$ cat src/sv/pab_pkg.sv
`default_nettype none
// ----------------------------------------------------------------------------
// pab_pkg: shared types and constants of the parabolic arc breakpoint core
// Coordinate width, derived widths of the exact datapath and the records
// that move between the front end, the queue and the back end.
// ----------------------------------------------------------------------------
package pab_pkg;

	localparam int CW       = 32;
	localparam int OFFW     = 16;
	localparam logic [OFFW-1:0] OFF_RESET = OFFW'(1);

	localparam int UW       = CW + 3;
	localparam int AW       = CW + 1;
	localparam int HW       = CW + 1;
	localparam int BW       = 2 * CW + 4;
	localparam int DDW      = 2 * HW;
	localparam int UVW      = 2 * HW;
	localparam int RADW     = 4 * HW;
	localparam int SQW      = RADW / 2;
	localparam int RW       = SQW + 2;
	localparam int NW       = BW + 1;
	localparam int NMW      = NW - 1;
	localparam int DMW      = CW;

	localparam int FQ_DEPTH = 4;
	localparam int FQ_AW    = $clog2(FQ_DEPTH);

	typedef struct packed {
		logic                 side;
		logic                 eq;
		logic                 xlt;
		logic signed [CW-1:0] qy;
		logic signed [CW-1:0] p1y;
		logic signed [CW-1:0] p2y;
		logic signed [UW-1:0] u;
		logic signed [UW-1:0] v;
		logic signed [AW-1:0] a;
	} fq_rec_t;

	typedef struct packed {
		logic                 side;
		logic                 eq;
		logic                 xlt;
		logic                 asign;
		logic [DMW-1:0]       amag;
		logic signed [CW-1:0] qy;
		logic signed [CW-1:0] mean;
		logic signed [BW-1:0] b;
	} sq_side_t;

	typedef struct packed {
		logic                 side;
		logic                 eq;
		logic                 xlt;
		logic                 neg_p;
		logic                 neg_n;
		logic signed [CW-1:0] qy;
		logic signed [CW-1:0] mean;
	} dv_side_t;

endpackage
`default_nettype wire

$ cat src/sv/pab_fifo.sv
`default_nettype none
// ----------------------------------------------------------------------------
// pab_fifo: query queue
// Short queue that decouples intake from the arithmetic pipeline.
// ----------------------------------------------------------------------------
module pab_fifo (
	input  wire logic             clk,
	input  wire logic             arst_n,
	input  wire logic             push,
	input  wire pab_pkg::fq_rec_t wr_rec,
	output logic                  not_full,
	input  wire logic             pop,
	output logic                  not_empty,
	output pab_pkg::fq_rec_t      rd_rec
);
	pab_pkg::fq_rec_t            mem_q [pab_pkg::FQ_DEPTH];
	logic [pab_pkg::FQ_AW-1:0]   wr_ptr_q;
	logic [pab_pkg::FQ_AW-1:0]   rd_ptr_q;
	logic [pab_pkg::FQ_AW:0]     count_q;

	assign not_full  = count_q != (pab_pkg::FQ_AW+1)'(pab_pkg::FQ_DEPTH);
	assign not_empty = count_q != '0;
	assign rd_rec    = mem_q[rd_ptr_q];

	always_ff @(posedge clk) begin
		if (push) begin
			mem_q[wr_ptr_q] <= wr_rec;
		end
	end

	always_ff @(posedge clk or negedge arst_n) begin
		if (!arst_n) begin
			wr_ptr_q <= '0;
			rd_ptr_q <= '0;
			count_q  <= '0;
		end else begin
			if (push) begin
				wr_ptr_q <= wr_ptr_q + 1'b1;
			end
			if (pop) begin
				rd_ptr_q <= rd_ptr_q + 1'b1;
			end
			case ({push, pop})
				2'b10:   count_q <= count_q + 1'b1;
				2'b01:   count_q <= count_q - 1'b1;
				default: count_q <= count_q;
			endcase
		end
	end
endmodule
`default_nettype wire

$ cat config.mk
export PLATFORM = sky130hd
export DESIGN_NAME = pab_fifo
export DESIGN_NICKNAME = d
export VERILOG_FILES = /design/src/sv/pab_pkg.sv /design/src/sv/pab_fifo.sv
export SDC_FILE = /design/constraint.sdc
export NUM_CORES = 1
export LEC_CHECK = 0
export BUFFER_PORTS_ARGS = -buffer_cell sky130_fd_sc_hd__buf_4
export CORE_ASPECT_RATIO = 1.2
export CORE_MARGIN = 8
export CORE_UTILIZATION = 50
export DETAILED_ROUTE_END_ITERATION = 10
export GPL_TIMING_DRIVEN = 0
export PLACE_DENSITY = 0.71
export SYNTH_ARGS = -nofsm -noshare
export SYNTH_HDL_FRONTEND = slang
export SYNTH_SLANG_ARGS = --single-unit
$ cat constraint.sdc
create_clock -name clk -period 9.65 [get_ports clk]
set_clock_uncertainty 0.2 [all_clocks]
set_input_delay 1.93 -clock clk [delete_from_list [all_inputs] [get_ports clk]]
set_output_delay 1.93 -clock clk [all_outputs]
set_load 0.05 [all_outputs]
## After elaboration in Yosys (flattened, before gate mapping)

Memory sizes are Yosys's and may differ from the RTL's.
Cells that the tools add are included.

- Memories kept: 1
- Logic and storage cells: 16
- RAM bits: 808
- Register bits: 7
- Output and inout port bits: 204
- Input port bits: 206

Memory list:

| memory | depth | width | rd ports | clocked after Yosys merged registers in | write ports | RTL line | text |
|---|---|---|---|---|---|---|---|
| mem_q | 4 | 202 | 1 | 0 | 1 | pab_fifo.sv:16 | `pab_pkg::fq_rec_t mem_q [pab_pkg::FQ_DEPTH];` |

- Reduce and logical (&&, ||, !) cells: 2
- $add $sub $neg: 4
- Equality and inequality tests: 3
- Muxes and demuxes: 3

Operators with widths:

| cell | count |
|---|---|
| one-hot mux 3 bit (2 select lines) | 1 |
| adder 2 x 1 -> 2 bit (second input constant) | 2 |
| adder 3 x 1 -> 3 bit (second input constant) | 1 |
| != test 3 bit (second input constant) | 1 |
| nonzero test 3 bit | 1 |
| subtractor 3 x 1 -> 3 bit (second input constant) | 1 |
| == test 2 x 1 -> 1 bit (second input constant) | 1 |
| == test 2 bit (second input constant) | 1 |
| two-way mux 1 bit | 2 |
| nonzero test 2 bit | 1 |

## Logic depth before layout (Yosys ltp)

- Depth after elaboration: 2
- Depth in mapped cells: 7

## Worst setup path before layout

No wires, ideal clock.

- Path kind: input-to-reg
- Start point: input port push
- End point: memory mem_q[0][0] (netlist name) (enable)
- Path slack: 2351 ps
- Library setup time: 586 ps
- Stages: 1
- Arrival: 6512 ps
- Cell sequence: and2_1

- Word-level cells in the longest chain between the ends: 2

RTL lines:

| what | RTL line | text |
|---|---|---|
| start, declared | pab_fifo.sv:9 | `input wire logic push,` |
| two-way mux 1 bit | pab_fifo.sv:26 | `if (push) begin` |
| two-way mux 1 bit (implied by the code) | pab_fifo.sv:27 | `mem_q[wr_ptr_q] <= wr_rec;` |
| end, declared | pab_fifo.sv:16 |  |

Every way passes these cells.

==> summary.txt <==
post-cts resize count = 0
Least-Margin Pin Slew = 0.823 ns
Layout Cells excl Fill = 2452
Reg-to-Reg Start = wr_ptr_q[1]
most used cell, CP = buf_2
worst path bufs/invs = 4
Final nets = 1806
Clock Path Buffers = 3
achievable frequency = 213 MHz
Hold Path Class = flip-flop to flip-flop
CTS buffer count = 78
Avg Inst Size Synth = 27.0 um^2
Largest stage delay, worst path = 0.43 ns
routed length per instance = 25.0 um
number of I/O pins = 410
kind of start point of the critical path = flip-flop
Area Overhead vs Synth = 23.4%
GRT Overall Usage = 0.180
drt total wl = 61200 um
Req. time, crit path = 7.52 ns
clock root cell = clkbuf_16
max_slew headroom = 0.451
Synth Instances = 1093
post-synth cell types = 17
pin count of the biggest net entering global routing = 58
r2r setup slk = 7.00 ns
critical path cell sequence = clkbuf_1 -> buf_2 -> buf_2 -> mux4_2 -> buf_4
outcome = finished clean
Slowest cell on crit path = buf_2
placed cells = 2306
Max Cap Viol = 0
CP Launch Point = rd_ptr_q[1]
FF-to-FF path depth = 5
share of cells above drive strength 1 = 0.471
Synthesized Nets = 1305
CP endpoint kind = output pin
router iterations before antenna repair = 5
arrival time at the worst endpoint = 2.57 ns
Final HPWL DP = 39800 um
Starting Density = 0.506
Die ar. = 67200 um^2
worst setup path class = flip-flop to output pin
vias after detailed routing = 13300
H-tree levels = 3
Util after Layout = 0.625
initial antenna violation count = 7
hold_ws = 0.301 ns
Max FO, Critical Path = 10
Fill cells = 3947
drt via density = 5.41
final hold violation count = 0
global-route wire length before repair = 89700 um
port bufs = 409
delay-heaviest family, CP = buffers and inverters
Core ar. = 58400 um^2
Rows = 97
max-slew violation count = 0
CTS tree = built
Post-Syn Area = 29600 um^2
Final min period = 4.70 ns
setup_tns = 0 ns
WP depth = 5
antenna-violating nets left = 0
gpl congestion = 0.729
clock transition at the registers of the reported paths = 0.06 ns
clock latency on the worst-skew pair = 0.59 ns
# setup viols final = 0
FF+latch count, synth = 815
vias in the first global route = 14300
Post-CTS Setup Bufs = 0
maximum vdd ir drop = 0.333 mV
worst reg2reg path endpoint = mem_q[1][93]
register area share after synthesis = 0.827
detailed router's first-iteration violation count = 780
LEAKAGE = 12.5 nW
Die X = 238 um
DRC = 0
fin crit share = 0.487
Yosys Warn Count = 0
cts hold-fix bufs = 0
TritonCTS Sinks = 815
RSZ-0062 raised after global routing = no
CP Capture Point = rd_rec[107]
grt ovf = 0
P per Cell Area = 360 nW/um^2
chip height = 282 um
[state kept, by name, indices dropped and copies added (netlist names)]
register  cells
mem_q       808
count_q       3
wr_ptr_q      2
rd_ptr_q      2
[logic make-up (layout without fill, tap and decap cells)]
group / after synthesis / in the layout / synth area share
flops: 815 / 815 / 0.827
mux: 202 / 202 / 0.154
buf+inv: 52 / 612 / 0.0124
simple gates: 10 / 10 / 0.00174
fa+ha+maj: 6 / 6 / 0.00279
xor+xnor: 6 / 6 / 0.00178
compound gates: 2 / 2 / 0.000339
other cells: 0 / 7 / 0
[through the flow]
step	power, mW	worst slack [ns]	instance area, um^2
floorplan	8.73	2.35	29600
global placement	10.5	-1.81	33600
detailed placement	10.3	5.47	34000
CTS	13.3	4.80	36500
global route	13.6	4.77	36500
finish	13.1	4.95	36500
[Yosys cell counts]
cell | n | area, um^2
edfxtp_1 | 808 | 24300
mux4_2 | 202 | 4550
buf_2 | 23 | 115
buf_6 | 19 | 214
dfrtp_1 | 7 | 175
inv_1 | 6 | 22.5
ha_1 | 5 | 62.6
and2_1 | 4 | 25.0
clkbuf_1 | 4 | 15.0
xor2_1 | 4 | 35.0
nand2_1 | 3 | 11.3
o21ai_0 | 2 | 10.0
xnor2_1 | 2 | 17.5
fa_1 | 1 | 20.0
nand3_1 | 1 | 5.00
nor2_1 | 1 | 3.75
or3_1 | 1 | 6.26
[placed cells by master, fill, tap and decap left out]
cell type,netlist,routed
clkinv_2,0,11
dfrtp_1,7,7
clkinv_8,0,1
bufinv_16,0,8
buf_16,0,12
nand2_1,3,3
clkinvlp_4,0,2
xnor2_1,2,2
buf_2,23,23
fa_1,1,1
nand3_1,1,1
edfxtp_1,808,808
buf_4,0,409
ha_1,5,5
clkinv_1,0,18
diode_2,0,7
buf_6,19,19
clkbuf_1,4,16
clkbuf_16,0,80
or3_1,1,1
and2_4,0,4
inv_6,0,6
clkinv_4,0,1
inv_1,6,6
o21ai_0,2,2
mux4_2,202,202
nor2_1,1,1
xor2_1,4,4
[routing by layer]
layer  share of wire  GRT usage
met5         0.00015          0
met4           0.023     0.0612
met3           0.087     0.0596
met2            0.52      0.308
met1            0.37      0.216
[layout make-up]
class / instances / area [um^2] / share of cell area
inverters: 6 / 22.5 / 0.000617
plain buffers: 46 / 344 / 0.00943
well taps: 792 / 991 / 0.0272
multi-input cells: 226 / 4760 / 0.130
repair buffers: 421 / 3400 / 0.0932
flip-flops and latches: 815 / 24400 / 0.670
clock inverters: 47 / 455 / 0.0125
diodes: 7 / 17.5 / 0.000480
clock buffers: 92 / 2050 / 0.0561
[power breakdown]
| group | switching, mW | internal [mW] |
|---|---|---|
| Clock | 1.24 | 1.73 |
| Combinational | 3.59 | 1.82 |
| Sequential | 0.124 | 4.62 |
[worst register-to-register path: stages (launching register included)]
cell and delay (ns):
dfrtp_1 0.40, inv_1 0.10, ha_1 0.15, and2_4 0.69, buf_16 0.33, buf_16 0.35
[worst min path at each step]
| stage | to | cells past startpoint | start | slack [ns] |
|---|---|---|---|---|
| 2_1_floorplan | count_q[2] | 1 | count_q[2] | 0.26 |
| 3_3_place_gp | count_q[2] | 1 | count_q[2] | 0.27 |
| 3_5_place_dp | count_q[2] | 1 | count_q[2] | 0.29 |
| 4_1_cts | count_q[2] | 1 | count_q[2] | 0.30 |
| 5_1_grt | count_q[2] | 1 | count_q[2] | 0.33 |
| 6_report | count_q[0] | 1 | count_q[0] | 0.30 |
Note: power is estimated with default switching activity, not from simulation.
