`config.mk`:
```
export PLATFORM = sky130hd
export DESIGN_NAME = pab_front_flat
export DESIGN_NICKNAME = d
export VERILOG_FILES = /design/src/sv/pab_pkg.sv /design/src/sv/pab_in_if.sv /design/src/sv/pab_front.sv /design/src/flat_wrapper.sv
export SDC_FILE = /design/constraint.sdc
export NUM_CORES = 1
export LEC_CHECK = 0
export ABC_AREA = 1
export CAP_MARGIN = 20
export CORE_MARGIN = 4
export CORE_UTILIZATION = 30
export CTS_CLUSTER_SIZE = 30
export DETAILED_ROUTE_END_ITERATION = 10
export DONT_BUFFER_PORTS = 1
export GPL_ROUTABILITY_DRIVEN = 0
export GPL_TIMING_DRIVEN = 0
export SKIP_LAST_GASP = 1
export SLEW_MARGIN = 10
export SYNTH_ARGS = -nofsm -noshare
export SYNTH_HDL_FRONTEND = slang
export SYNTH_SLANG_ARGS = --single-unit
```
`constraint.sdc`:
```
create_clock -name clk -period 5.7 [get_ports clk]
set_clock_uncertainty 0.15 [all_clocks]
set_input_delay 0.855 -clock clk [delete_from_list [all_inputs] [get_ports clk]]
set_output_delay 0.855 -clock clk [all_outputs]
set_load 0.05 [all_outputs]
```
`src/sv/pab_pkg.sv`:
```
`default_nettype none
// ----------------------------------------------------------------------------
// pab_pkg: shared types and constants of the parabolic arc breakpoint core
// Coordinate width, derived widths of the exact datapath and the records
// that move between the front end, the queue and the back end.
// ----------------------------------------------------------------------------
package pab_pkg;

	localparam int CW       = 32;
	localparam int OFFW     = 16;
	localparam logic [OFFW-1:0] OFF_RESET = OFFW'(1);

	localparam int UW       = CW + 3;
	localparam int AW       = CW + 1;
	localparam int HW       = CW + 1;
	localparam int BW       = 2 * CW + 4;
	localparam int DDW      = 2 * HW;
	localparam int UVW      = 2 * HW;
	localparam int RADW     = 4 * HW;
	localparam int SQW      = RADW / 2;
	localparam int RW       = SQW + 2;
	localparam int NW       = BW + 1;
	localparam int NMW      = NW - 1;
	localparam int DMW      = CW;

	localparam int FQ_DEPTH = 4;
	localparam int FQ_AW    = $clog2(FQ_DEPTH);

	typedef struct packed {
		logic                 side;
		logic                 eq;
		logic                 xlt;
		logic signed [CW-1:0] qy;
		logic signed [CW-1:0] p1y;
		logic signed [CW-1:0] p2y;
		logic signed [UW-1:0] u;
		logic signed [UW-1:0] v;
		logic signed [AW-1:0] a;
	} fq_rec_t;

	typedef struct packed {
		logic                 side;
		logic                 eq;
		logic                 xlt;
		logic                 asign;
		logic [DMW-1:0]       amag;
		logic signed [CW-1:0] qy;
		logic signed [CW-1:0] mean;
		logic signed [BW-1:0] b;
	} sq_side_t;

	typedef struct packed {
		logic                 side;
		logic                 eq;
		logic                 xlt;
		logic                 neg_p;
		logic                 neg_n;
		logic signed [CW-1:0] qy;
		logic signed [CW-1:0] mean;
	} dv_side_t;

endpackage
`default_nettype wire

```
`src/sv/pab_in_if.sv`:
```
`default_nettype none
// ----------------------------------------------------------------------------
// pab_in_if: query channel
// Valid/ready channel carrying one breakpoint or side-test query.
// ----------------------------------------------------------------------------
interface pab_in_if;
	logic                          valid;
	logic                          ready;
	logic                          kind;
	logic signed [pab_pkg::CW-1:0] sweep_pos;
	logic signed [pab_pkg::CW-1:0] query_y;
	logic signed [pab_pkg::CW-1:0] left_x;
	logic signed [pab_pkg::CW-1:0] left_y;
	logic signed [pab_pkg::CW-1:0] right_x;
	logic signed [pab_pkg::CW-1:0] right_y;

	modport source (output valid, kind, sweep_pos, query_y, left_x, left_y, right_x,
		right_y, input ready);
	modport sink (input valid, kind, sweep_pos, query_y, left_x, left_y, right_x,
		right_y, output ready);
endinterface
`default_nettype wire

```
`src/sv/pab_front.sv`:
```
`default_nettype none
// ----------------------------------------------------------------------------
// pab_front: query intake and classification
// Holds the sweep offset, places the sweep line and forms the site deltas.
// ----------------------------------------------------------------------------
module pab_front (
	input  wire logic                      clk,
	input  wire logic                      arst_n,
	input  wire logic                      cfg_we,
	input  wire logic [pab_pkg::OFFW-1:0]  cfg_wdata,
	pab_in_if.sink                         item,
	input  wire logic                      fq_ready,
	output logic                           push,
	output pab_pkg::fq_rec_t               rec
);
	logic [pab_pkg::OFFW-1:0]        offset_q;
	logic signed [pab_pkg::UW-1:0]   sp_w;
	logic signed [pab_pkg::UW-1:0]   lx_w;
	logic signed [pab_pkg::UW-1:0]   x1_w;
	logic signed [pab_pkg::UW-1:0]   x2_w;

	always_ff @(posedge clk or negedge arst_n) begin
		if (!arst_n) begin
			offset_q <= pab_pkg::OFF_RESET;
		end else if (cfg_we) begin
			offset_q <= cfg_wdata;
		end
	end

	assign item.ready = fq_ready;
	assign push       = item.valid & fq_ready;

	always_comb begin
		sp_w = pab_pkg::UW'(item.sweep_pos);
		x1_w = pab_pkg::UW'(item.left_x);
		x2_w = pab_pkg::UW'(item.right_x);
		lx_w = item.kind ? sp_w - $signed({{(pab_pkg::UW-pab_pkg::OFFW){1'b0}}, offset_q})
			: sp_w;
		rec.side = item.kind;
		rec.eq   = item.left_x == item.right_x;
		rec.xlt  = item.left_x < item.right_x;
		rec.qy   = item.query_y;
		rec.p1y  = item.left_y;
		rec.p2y  = item.right_y;
		rec.u    = x1_w - lx_w;
		rec.v    = x2_w - lx_w;
		rec.a    = pab_pkg::AW'(x2_w - x1_w);
	end
endmodule
`default_nettype wire

```
`src/flat_wrapper.sv`:
```
// flat-port wrapper written by rule: the top's interface ports become plain ports
module pab_front_flat 
  (clk, arst_n, cfg_we, cfg_wdata, fq_ready, push, rec, item_valid, item_kind, item_sweep_pos, item_query_y, item_left_x, item_left_y, item_right_x, item_right_y, item_ready);
  pab_in_if item_i ();
  input  wire logic clk;
  input  wire logic arst_n;
  input  wire logic cfg_we;
  input  wire logic [pab_pkg::OFFW-1:0] cfg_wdata;
  input  wire logic fq_ready;
  output logic push;
  output pab_pkg::fq_rec_t rec;
  input wire logic [$bits(item_i.valid)-1:0] item_valid;
  input wire logic [$bits(item_i.kind)-1:0] item_kind;
  input wire logic [$bits(item_i.sweep_pos)-1:0] item_sweep_pos;
  input wire logic [$bits(item_i.query_y)-1:0] item_query_y;
  input wire logic [$bits(item_i.left_x)-1:0] item_left_x;
  input wire logic [$bits(item_i.left_y)-1:0] item_left_y;
  input wire logic [$bits(item_i.right_x)-1:0] item_right_x;
  input wire logic [$bits(item_i.right_y)-1:0] item_right_y;
  output wire logic [$bits(item_i.ready)-1:0] item_ready;
  assign item_i.valid = item_valid;
  assign item_i.kind = item_kind;
  assign item_i.sweep_pos = item_sweep_pos;
  assign item_i.query_y = item_query_y;
  assign item_i.left_x = item_left_x;
  assign item_i.left_y = item_left_y;
  assign item_i.right_x = item_right_x;
  assign item_i.right_y = item_right_y;
  assign item_ready = item_i.ready;
  pab_front u_core (.clk(clk), .arst_n(arst_n), .cfg_we(cfg_we), .cfg_wdata(cfg_wdata), .item(item_i), .fq_ready(fq_ready), .push(push), .rec(rec));
endmodule
```
# --- Yosys cells after proc, flatten, opt, wreduce, memory -nomap -nowiden ---
# Index checks and enable logic that the tools add are counted.
classes:
  add_sub_neg: 4
  magnitude_cmp: 1
  n_eq_ne: 1
  n_mux: 1
  n_bitwise: 1
op_table:
  columns: ["op", "n"]
  rows:
  - ["32-bit by 35-bit subtractor with 35-bit output", 2]
  - ["35-bit two-way mux", 1]
  - ["32-bit by 17-bit subtractor with 33-bit output", 1]
  - ["32-bit by 32-bit subtractor with 33-bit output", 1]
  - ["32-bit equality test", 1]
  - ["32-bit < comparator", 1]
  - ["1-bit AND", 1]
totals:
  elab_cells: 9
  out_inout_bits: 204
  regBits: 16
  inputBits: 214

# --- Depth between registers and ports, before layout ---
logic_depth:
  word_depth: 3
  depth_mapped: 25

# --- Least setup slack after synthesis ---
# No wires, ideal clock.
synth_path:
  path_kind: "input to output"
  start: "input port item_kind"
  end: "output port rec[92] (netlist name)"
  path_slack_ns: 0.235
  n_path_buf: 2
  arrival_ns: 4.460
  cell_stages: 18
  cell_sequence: "buf_2 clkinv_1 buf_1 o21ai_0 ha_1 inv_1 fa_1 nand3_1 nand2_1 a21boi_0 o21bai_1 a21boi_0 o21bai_1 nand2_1 nand3_1 nand3_1 nand2_1 xor2_1"
synth_rtl:
  columns: ["element", "line_no", "source"]
  rows:
  - ["start: declaration", "flat_wrapper.sv:13", "input wire logic [$bits(item_i.kind)-1:0] item_kind;"]
  - ["end: declaration", "flat_wrapper.sv:11", "output pab_pkg::fq_rec_t rec;"]

==> qor.yml <==
status: "completed"
finalMaxSlewViolations: 0
yosys-top-cells-area: "nand2_1 (19%), ha_1 (14%), inv_1 (9.7%), buf_4 (8.4%), xor2_1 (7.6%)"
crit_chain: "inv_1 > ha_1 > inv_1 > fa_2 > nand2_1 > o21ai_4 > nand2_1 > nand3_2 > nand2_2 > nand2_1 > nor2_1 > xor2_2 > buf_4 > ha_4 > nand2_1 > nor4_4 > nand3_1 > nand3_4 > nand4_1 > nor2_2 > nor2_1 > nand2_1 > nand3_1 > nand2_2"
die-area_um2: 32000
ys_ff_latch: 16
root_buffer: "clkbuf_16"
start_util: 0.304
criticalPathCategory: "input pin to output pin"
fill_cells: 3214
io_buffers: 0
grt_pass1_vias: 9047
grt_pass1_wl_um: 49900
crit_path_max_incr_delay_ns: 0.40
synth_area_leader_cell: "nand2_1"
slew_headroom: 0.213
cts_buffer_depth: 2
setup_violations: 0
path_buf_inv: 3
wl_um: 34000
die_h_um: 179
via_count: 9763
synth.distinct_cells: 50
rr_worst_depth: 2
syn-cell-area_um2: 8760
cts_tree: "built"
vdd_drop_max_v: 0.000210
post-route-period-util: 0.972
critPathRequiredTime_ns: 4.70
synth_nets: 1853
worstMarginPinSlew_ns: 1.18
max_freq_mhz: 181
top_register: "u_core.offset_q"
crit_top_cell: "nand2_1"
vias_per_cell: 5.02
synth_edf_count: 0
antenna_found_initial: 1
worst_ep_arrival_time_ns: 4.54
clk-insertion-delay-late_ns: 0.25
post-dp-hpwl_um: 31000
r2r-end: "u_core.offset_q[14]"
power_density_nw_per_um2: 273
h-tree-depth: 1
multi_input_area_um2: 7210
crit_slowest_cell: "fa_2"
dp_cells: 1931
die_w_um: 179
core_um2: 28800
yosysTopAreaCellShare: 0.185
syn_area_per_cell_um2: 5.71
register_area_um2: 402
path_delay_family: "simple AND/OR/NAND/NOR gates"
path_max_fanout: 6
drc: 0
layout.cells.non_filler: 1943
hold_class: "input pin to async pin"
postSynthCellCount: 1534
gr-usage-all-layers: 0.197
grt_max_degree: 17
start_kind: "input pin"
power_uw: 2720
reg2reg_slack_ns: 4.82
cap_viol_max_count: 0
nets: 1879
fin_crit_ns: 5.54
largest_register_ffs: 16
reg_top3: "u_core.offset_q: 16 flops"
async_flop_share: 1.00
areaGrowthSynthToFinish_pct: 13.7
hold_viol_final: 0
clkTransAtPathRegs_ns: 0.05
antenna-diode-count: 0
rsz0062_at_grt: "true"
endpoint_kind: "output pin"
cts_buffers: 3
drt_iter0_markers: 576
cellLeakagePower_uw: 0.00534
holdWs_ns: 0.149
num_io_pins: 418
yosys_most_used_dff: "dfrtp_1"
antenna_left: 0
grt.overflow.total: 0
yosysSeqAreaShare: 0.0458
rows: 62
clock-sinks: 16
yosysWarningCount: 0
tns_ns: 0
drive_gt1_frac: 0.145
dr.pass1.iters: 5
wl_per_cell_um: 17.5
reg2reg_from: "u_core.offset_q[14]"
==> how the worst max path moves through the flow <==
stage / cells after the start / to / startpoint / slack, ns
3_3_place_gp: 18 / rec[92] / item_kind / -1.0
5_1_grt: 24 / rec[102] / item_sweep_pos[0] / -0.22
6_report: 24 / rec[102] / item_sweep_pos[0] / 0.16
2_1_floorplan: 18 / rec[92] / item_kind / 0.24
3_5_place_dp: 18 / rec[92] / item_kind / -1.09
4_1_cts: 23 / rec[102] / item_sweep_pos[0] / 0.002
==> metrics by stage <==
step           cell area, um^2  setup slack, ns  utilization
2_1_floorplan             8760            0.235            -
3_3_place_gp              9240           -0.998        0.321
3_5_place_dp              9350            -1.09        0.325
4_1_cts                   9720          0.00168        0.338
5_1_grt                   9960           -0.215        0.346
6_report                  9960            0.160        0.346
==> metal layers <==
| layer | part of all wire | global-route usage | up-vias |
|---|---|---|---|
| met2 | 0.47 | 0.347 | 422 |
| met1 | 0.39 | 0.233 | 4368 |
| li1 | - | - | 4920 |
| met5 | 0 | 0 | - |
| met4 | 0.027 | 0.0470 | 0 |
| met3 | 0.11 | 0.0620 | 53 |
==> placed cells by master (no fill, tap or decap), types with 10 or more instances in the layout <==
master      n
nand2_1   414
inv_1     226
nor2_1    121
buf_4     117
a21oi_1   104
nand3_1   103
ha_1      100
xor2_1     62
o21ai_0    57
nand2_2    25
xnor2_1    18
dfrtp_1    15
nor3_1     14
o21ai_1    14
nor2_2     12
nand2_4    12
mux2i_1    11
nand4_1    10
o21bai_1   10
==> Yosys cell counts, types with 2 or more instances <==
cell type  number
ha_1          101
nand2_1       433
a21boi_1        4
a21oi_2         3
o21ai_0        67
nand2_2        14
nand4_1        10
nor3_1         15
o21bai_1       14
clkbuf_1        4
xor2_1         76
o211ai_1        2
buf_4          98
xnor2_1        21
fa_1            4
nor2_1        123
a21o_1          3
inv_1         226
a31oi_1         6
nor2_2         11
o21ai_1         7
nand2_4         4
a21boi_0        4
dfrtp_1        15
a21oi_1       107
and2_1          2
nand3b_1        4
mux2i_1        11
nand3_1       106
or2_1           2
nand3_2         6
o21a_1          4
nor4_1         10
==> what timing repair did <==
item,in CTS,in global routing
gates cloned,0,0
endpoints found under the setup margin,43,37
pin swaps,3,10
gates resized for setup,49,45
setup buffers,1,6
hold buffers,0,0
==> logic make-up (layout without fill, tap and decap cells) <==
family | after synthesis | count (layout) | share of synthesized area
compound gates | 230 | 230 | 0.146
xor+xnor | 97 | 97 | 0.0970
fa+ha+maj | 105 | 105 | 0.153
buf+inv | 331 | 356 | 0.184
flops | 16 | 16 | 0.0458
mux | 12 | 12 | 0.0139
simple gates | 743 | 743 | 0.360
==> where the power goes <==
| part | internal, uW | switching, uW |
|---|---|---|
| Clock | 107 | 44.6 |
| Sequential | 125 | 2.56 |
| Combinational | 569 | 1870 |
==> layout make-up <==
class | count | share of cell area
clock buffers | 4 | 0.00892
flip-flops and latches | 16 | 0.0403
plain buffers | 104 | 0.0764
well taps | 384 | 0.0482
repair buffers | 21 | 0.0168
inverters | 227 | 0.0857
multi-input cells | 1187 | 0.724
No activity file was read; power rests on OpenSTA's default activity.
